$ cat src/design/fsc_pkg.sv
// shared types, constants, byte mask and modular add for the four-sum word checksum
`default_nettype none

package fsc_pkg;

    localparam int unsigned WORD_W     = 32;
    localparam int unsigned COUNT_W    = 3;
    localparam int unsigned WORD_BYTES = 4;

    localparam logic [WORD_W-1:0] MOD_ONES = {WORD_W{1'b1}};

    typedef logic [WORD_W-1:0] word_t;

    // word held in the input register, already masked
    typedef struct packed {
        logic  valid;
        word_t word;
        logic  last;
    } item_t;

    // the four running sums
    typedef struct packed {
        word_t first;
        word_t second;
        word_t third;
        word_t fourth;
    } sums_t;

    // add modulo 2^32-1 by end-around carry, all-ones folded to zero
    function automatic word_t mod_add(input word_t x, input word_t y);
        logic [WORD_W:0] raw;
        word_t           folded;
        begin
            raw    = {1'b0, x} + {1'b0, y};
            folded = raw[WORD_W-1:0] + {{(WORD_W-1){1'b0}}, raw[WORD_W]};
            if (folded == MOD_ONES)
            begin
                folded = '0;
            end
            return folded;
        end
    endfunction

    // keep only the low byte lanes in use
    function automatic word_t mask_word(input word_t w, input logic [COUNT_W-1:0] nbytes);
        word_t m;
        begin
            m = '0;
            for (int i = 0; i < WORD_BYTES; i++)
            begin
                if (nbytes > COUNT_W'(i))
                begin
                    m[i*8 +: 8] = 8'hff;
                end
            end
            return w & m;
        end
    endfunction

endpackage

`default_nettype wire

$ cat src/design/fsc_in_stage.sv
// input register: masks the incoming word and holds it for the cascade
`default_nettype none

module fsc_in_stage
    import fsc_pkg::*;
(
    input  wire logic               clk,
    input  wire logic               rst_n,
    input  wire logic               load,
    input  wire logic               drain,
    input  wire word_t              data_word,
    input  wire logic [COUNT_W-1:0] valid_bytes,
    input  wire logic               last_word,
    output item_t                   item
);

    logic  valid_reg;
    logic  valid_next;
    word_t word_reg;
    logic  last_reg;

    // occupancy: filled by a new word, emptied when the cascade takes it
    always_comb
    begin
        if (load)
        begin
            valid_next = 1'b1;
        end
        else if (drain)
        begin
            valid_next = 1'b0;
        end
        else
        begin
            valid_next = valid_reg;
        end
    end

    always_ff @(posedge clk or negedge rst_n)
    begin
        if (!rst_n)
        begin
            valid_reg <= 1'b0;
        end
        else
        begin
            valid_reg <= valid_next;
        end
    end

    // payload, masked on the way in
    always_ff @(posedge clk)
    begin
        if (load)
        begin
            word_reg <= mask_word(data_word, valid_bytes);
            last_reg <= last_word;
        end
    end

    assign item.valid = valid_reg;
    assign item.word  = word_reg;
    assign item.last  = last_reg;

endmodule

`default_nettype wire

$ cat src/design/fsc_cascade.sv
// four cascaded modular accumulators, cleared after the last word
`default_nettype none

module fsc_cascade
    import fsc_pkg::*;
(
    input  wire logic  clk,
    input  wire logic  rst_n,
    input  wire logic  advance,
    input  wire item_t item,
    output sums_t      sums
);

    sums_t acc_reg;
    sums_t acc_next;
    sums_t upd;

    // chained end-around-carry adds
    always_comb
    begin
        upd.first  = mod_add(acc_reg.first,  item.word);
        upd.second = mod_add(acc_reg.second, upd.first);
        upd.third  = mod_add(acc_reg.third,  upd.second);
        upd.fourth = mod_add(acc_reg.fourth, upd.third);
    end

    // hold while not advancing, clear after the final word, otherwise keep the update
    always_comb
    begin
        if (!advance)
        begin
            acc_next = acc_reg;
        end
        else if (item.last)
        begin
            acc_next = '0;
        end
        else
        begin
            acc_next = upd;
        end
    end

    always_ff @(posedge clk or negedge rst_n)
    begin
        if (!rst_n)
        begin
            acc_reg <= '0;
        end
        else
        begin
            acc_reg <= acc_next;
        end
    end

    assign sums = upd;

endmodule

`default_nettype wire

$ cat src/design/four_sum_word_checksum_core.sv
// top level of the four-sum word checksum: handshake and result register
//
//  channel | direction | handshake           | payload
//  in      | input     | in_valid / in_stall   | data_word, valid_bytes, last_word
//  out     | output    | out_valid / out_stall | sum_first .. sum_fourth
//
// one word per cycle is taken while in_stall is low; a result is registered from the sums of its last word
// the word passes the input register, one add cascade and the result register in turn
// reset clears the accumulators and both valid flags
// a held result stalls only a last word waiting behind it; other words go on
`default_nettype none

module four_sum_word_checksum_core
    import fsc_pkg::*;
(
    input  wire logic               clk,
    input  wire logic               rst_n,
    input  wire logic               in_valid,
    output logic                    in_stall,
    input  wire word_t              data_word,
    input  wire logic [COUNT_W-1:0] valid_bytes,
    input  wire logic               last_word,
    output logic                    out_valid,
    input  wire logic               out_stall,
    output word_t                   sum_first,
    output word_t                   sum_second,
    output word_t                   sum_third,
    output word_t                   sum_fourth
);

    item_t item;
    sums_t sums;
    logic  out_free;
    logic  advance;
    logic  in_fire;
    logic  out_valid_reg;
    logic  out_valid_next;
    sums_t out_reg;

    // flow control between the stages
    assign out_free = !out_valid_reg || !out_stall;
    assign advance  = item.valid && (!item.last || out_free);
    assign in_stall = item.valid && !advance;
    assign in_fire  = in_valid && !in_stall;

    fsc_in_stage u_in_stage (
        .clk         (clk),
        .rst_n       (rst_n),
        .load        (in_fire),
        .drain       (advance),
        .data_word   (data_word),
        .valid_bytes (valid_bytes),
        .last_word   (last_word),
        .item        (item)
    );

    fsc_cascade u_cascade (
        .clk     (clk),
        .rst_n   (rst_n),
        .advance (advance),
        .item    (item),
        .sums    (sums)
    );

    // result register valid flag
    always_comb
    begin
        if (advance && item.last)
        begin
            out_valid_next = 1'b1;
        end
        else if (!out_stall)
        begin
            out_valid_next = 1'b0;
        end
        else
        begin
            out_valid_next = out_valid_reg;
        end
    end

    always_ff @(posedge clk or negedge rst_n)
    begin
        if (!rst_n)
        begin
            out_valid_reg <= 1'b0;
        end
        else
        begin
            out_valid_reg <= out_valid_next;
        end
    end

    // result payload
    always_ff @(posedge clk)
    begin
        if (advance && item.last)
        begin
            out_reg <= sums;
        end
    end

    assign out_valid  = out_valid_reg;
    assign sum_first  = out_reg.first;
    assign sum_second = out_reg.second;
    assign sum_third  = out_reg.third;
    assign sum_fourth = out_reg.fourth;

endmodule

`default_nettype wire

$ cat config.mk
export PLATFORM = sky130hd
export DESIGN_NAME = four_sum_word_checksum_core
export DESIGN_NICKNAME = d
export VERILOG_FILES = /design/src/design/fsc_pkg.sv /design/src/design/fsc_in_stage.sv /design/src/design/fsc_cascade.sv /design/src/design/four_sum_word_checksum_core.sv
export SDC_FILE = /design/constraint.sdc
export NUM_CORES = 1
export LEC_CHECK = 0
export BUFFER_PORTS_ARGS = -buffer_cell sky130_fd_sc_hd__buf_2
export CAP_MARGIN = 20
export CORE_MARGIN = 4
export CORE_UTILIZATION = 65
export DETAILED_ROUTE_END_ITERATION = 6
export PLACE_DENSITY = 0.85
export SETUP_SLACK_MARGIN = 0.05
export SLEW_MARGIN = 20
export SYNTH_ARGS = -nofsm -noshare
export SYNTH_HDL_FRONTEND = slang
export SYNTH_SLANG_ARGS = --single-unit
$ cat constraint.sdc
create_clock -name clk -period 47.4 [get_ports clk]
set_input_delay 9.48 -clock clk [delete_from_list [all_inputs] [get_ports clk]]
set_output_delay 9.48 -clock clk [all_outputs]
set_load 0.05 [all_outputs]
==> run summary <==
area delta synth->final: 8.65%
layout net count: 3074
total instance count after detailed placement: 3403
clock network latency to the later pin of the worst-skew pair: 0.57 ns
Crit path top cell by count: sky130_fd_sc_hd__ha_1
Yosys Warn Count: 0
unrepaired setup endpoints after global routing: no
layer carrying the most global-route usage: met2
first-pass GRT wire length: 129000 um
async set-or-reset flop fraction in the synthesized netlist: 0.447
part of the Yosys area used for sequential elements: 0.328
number of iterations in the first detailed-routing pass: 7
die outline area: 41100 sq um
count of pins on the block boundary: 170
CP Capture Type: flop
CP Data Required Time: 47.72 ns
timing-limited maximum frequency: 33.7 MHz
endpoint arrival time on the critical path: 29.99 ns
post-DR vias/cell: 6.85
Bufs on Longest Clock Path: 3
buffer cell driving the clock tree root: sky130_fd_sc_hd__clkbuf_16
worst hold path startpoint: u_cascade.acc_reg[18]
Main synth FF type: sky130_fd_sc_hd__edfxtp_1
global routing usage on met2: 0.658
number of antenna violations at the first check in global routing: 2
worst r2r path cells: 117
global-route met3 utilization: 0.0629
routed vias: 23.8k
clock tree from TritonCTS: built
fin. max-slew vios: 0
DRC: 0
proportion of layout cells with a drive suffix above 1: 0.120
number of placement rows: 71
start point of the critical path: u_in_stage.word_reg[5]
share of the cycle needed by the critical path after routing: 0.626
destination of the worst hold path: u_cascade.acc_reg[18]
DIE HEIGHT: 203 um
average routed wire per standard cell: 24.0 um
number of buffers inserted to repair setup after CTS: 0
via count of the first global-routing pass: 23.0k
maximum fanout along the worst path: 32
Die Span X: 203 um
Post-CTS Hold Buffers: 0
total setup violations reported at the end of the flow: 0
number of sinks handled by clock tree synthesis: 291
min Tclk post-route: 29.68 ns
EDFF count, synth: 161
total count of hold-check failures in the final report: 0
final standard cell count with taps included and fillers excluded: 3468
critical register-to-register path endpoint: sum_fourth[11]
run status: finished clean
combined area of all synthesized cells: 24700 sq um
Synthesized Nets: 3000
internal reg-to-reg setup slack: 17.72 ns
pin count of the biggest net entering global routing: 86
Post-DRT Antenna Nets: 0
FF+latch count, synth: 291
final WL: 83200 um
TritonCTS Buffers: 35
synthesized instance count: 2855
total routing resource utilization after global routing: 0.391
global placement routability congestion: 1.02
CP startpoint kind: flop
leading cell types in the layout, fill and taps excluded: sky130_fd_sc_hd__nand2_1 (281), sky130_fd_sc_hd__nor2_1 (281), sky130_fd_sc_hd__xnor2_1 (170)
worst reg2reg startpoint: u_in_stage.word_reg[5]
number of cells upsized or downsized after cts: 0
synth top area cells: sky130_fd_sc_hd__edfxtp_1 (20%), sky130_fd_sc_hd__dfrtp_1 (13%), sky130_fd_sc_hd__xnor2_1 (6.1%), sky130_fd_sc_hd__ha_1 (5.3%), sky130_fd_sc_hd__nand2_1 (4.3%)
core region area: 37600 sq um
CTS clk-pin slew, worst paths: 0.06 ns
most area-hungry cell type in the Yosys netlist: sky130_fd_sc_hd__edfxtp_1
CP peak stage delay: 0.88 ns
worst setup skew after layout: 0.0221 ns
layout filler cell count: 2926
Setup CP Type: flop to flop
proportion of netlist area held by the largest area contributor: 0.196
worst max-slew margin expressed relative to the limit: 0.285
max_cap viols: 0
Initial DRC Count: 2264
HPWL reported at the end of detailed placement: 63600 um
count of cell types in the netlist: 132
worst-margin pin slew: 1.07 ns
number of flip-flops in the largest register: 128
count of buffers inserted at the top-level ports: 169
total gr overflow: 0
count of cells along the worst hold path: 2
met1 demand-to-capacity share in global routing: 0.471
number of levels in the clock H-tree: 2
TNS Setup: 0 ns
class of the tightest hold or removal check: flop to flop
effective utilization at floorplan: 0.657
Critical Path Slowest Stage Cell: sky130_fd_sc_hd__or4_4
Post-Synthesis Mean Instance Area: 8.64 sq um
==> cells in the mapped netlist (all sizes together), types with 10 or more instances <==
cell / instances
o31ai: 41
nor2: 283
nor4: 31
maj3: 43
or2: 18
a31oi: 33
and2: 66
nand3: 82
nor4b: 15
xor2: 88
buf: 54
o21a: 19
a31o: 10
ha: 104
o21ai: 188
mux2i: 25
mux2: 12
edfxtp: 161
nand3b: 10
nor2b: 41
and3: 41
a22o: 28
a211o: 14
nand4: 57
nand2b: 28
or4: 17
a221oi: 12
a32o: 13
clkbuf: 96
dfrtp: 130
a21oi: 155
a211oi: 25
o41ai: 11
nand2: 283
a41oi: 10
o21bai: 17
nor3: 95
xnor2: 174
o211ai: 11
a21o: 61
inv: 66
or3: 26
==> through the flow <==
stage               hold slack, ns  setup slack (ns)  area [sq um]   util
floorplan                    0.453             22.25         24700      -
CTS                          0.488             18.31         26800  0.713
finish                       0.485             17.72         26800  0.713
detailed placement           0.475             18.43         25700  0.683
global route                 0.516             15.37         26800  0.713
global placement             0.466             19.58         25700  0.683
==> cells by family after synthesis <==
family                   synth area share
AND/OR/NAND/NOR                     0.238
AO/OA/AOI/OAI                       0.214
flip-flops                          0.328
XOR/XNOR                           0.0963
buffers and inverters              0.0365
adder cells (fa/ha/maj)            0.0710
multiplexers                       0.0158
==> how the worst max path moves through the flow <==
stage,to,depth (start not counted)
floorplan,sum_fourth[29],124
global placement,sum_fourth[1],117
detailed placement,sum_fourth[11],117
CTS,sum_fourth[11],117
global route,sum_fourth[2],117
finish,sum_fourth[11],117
==> layout make-up <==
class,count,area (sq um),area share
diodes,1,2.50,0.0000934
well taps,511,639,0.0239
multi-input cells,2348,15700,0.586
repair buffers,187,987,0.0368
clock buffers,42,943,0.0352
clock inverters,22,178,0.00663
flip-flops and latches,291,8090,0.302
inverters,66,248,0.00924
==> critical path: cells and delay by family (launching register included) <==
kind	cells	cell delay, ns
xor+xnor	5	1.06
fa+ha+maj	17	4.28
mux	2	0.70
simple gates	45	12.29
flops	1	0.37
buf+inv	3	0.56
compound gates	45	10.11
==> layer usage <==
| layer | part of all wire | vias up |
|---|---|---|
| met3 | 0.083 | 405 |
| met4 | 0.075 | 4 |
| li1 | - | 10800 |
| met1 | 0.37 | 11300 |
| met5 | 0.00031 | - |
| met2 | 0.47 | 1340 |
Power is not shown: default switching activity piles up to over one toggle a cycle in this logic, so the estimate is an artifact.
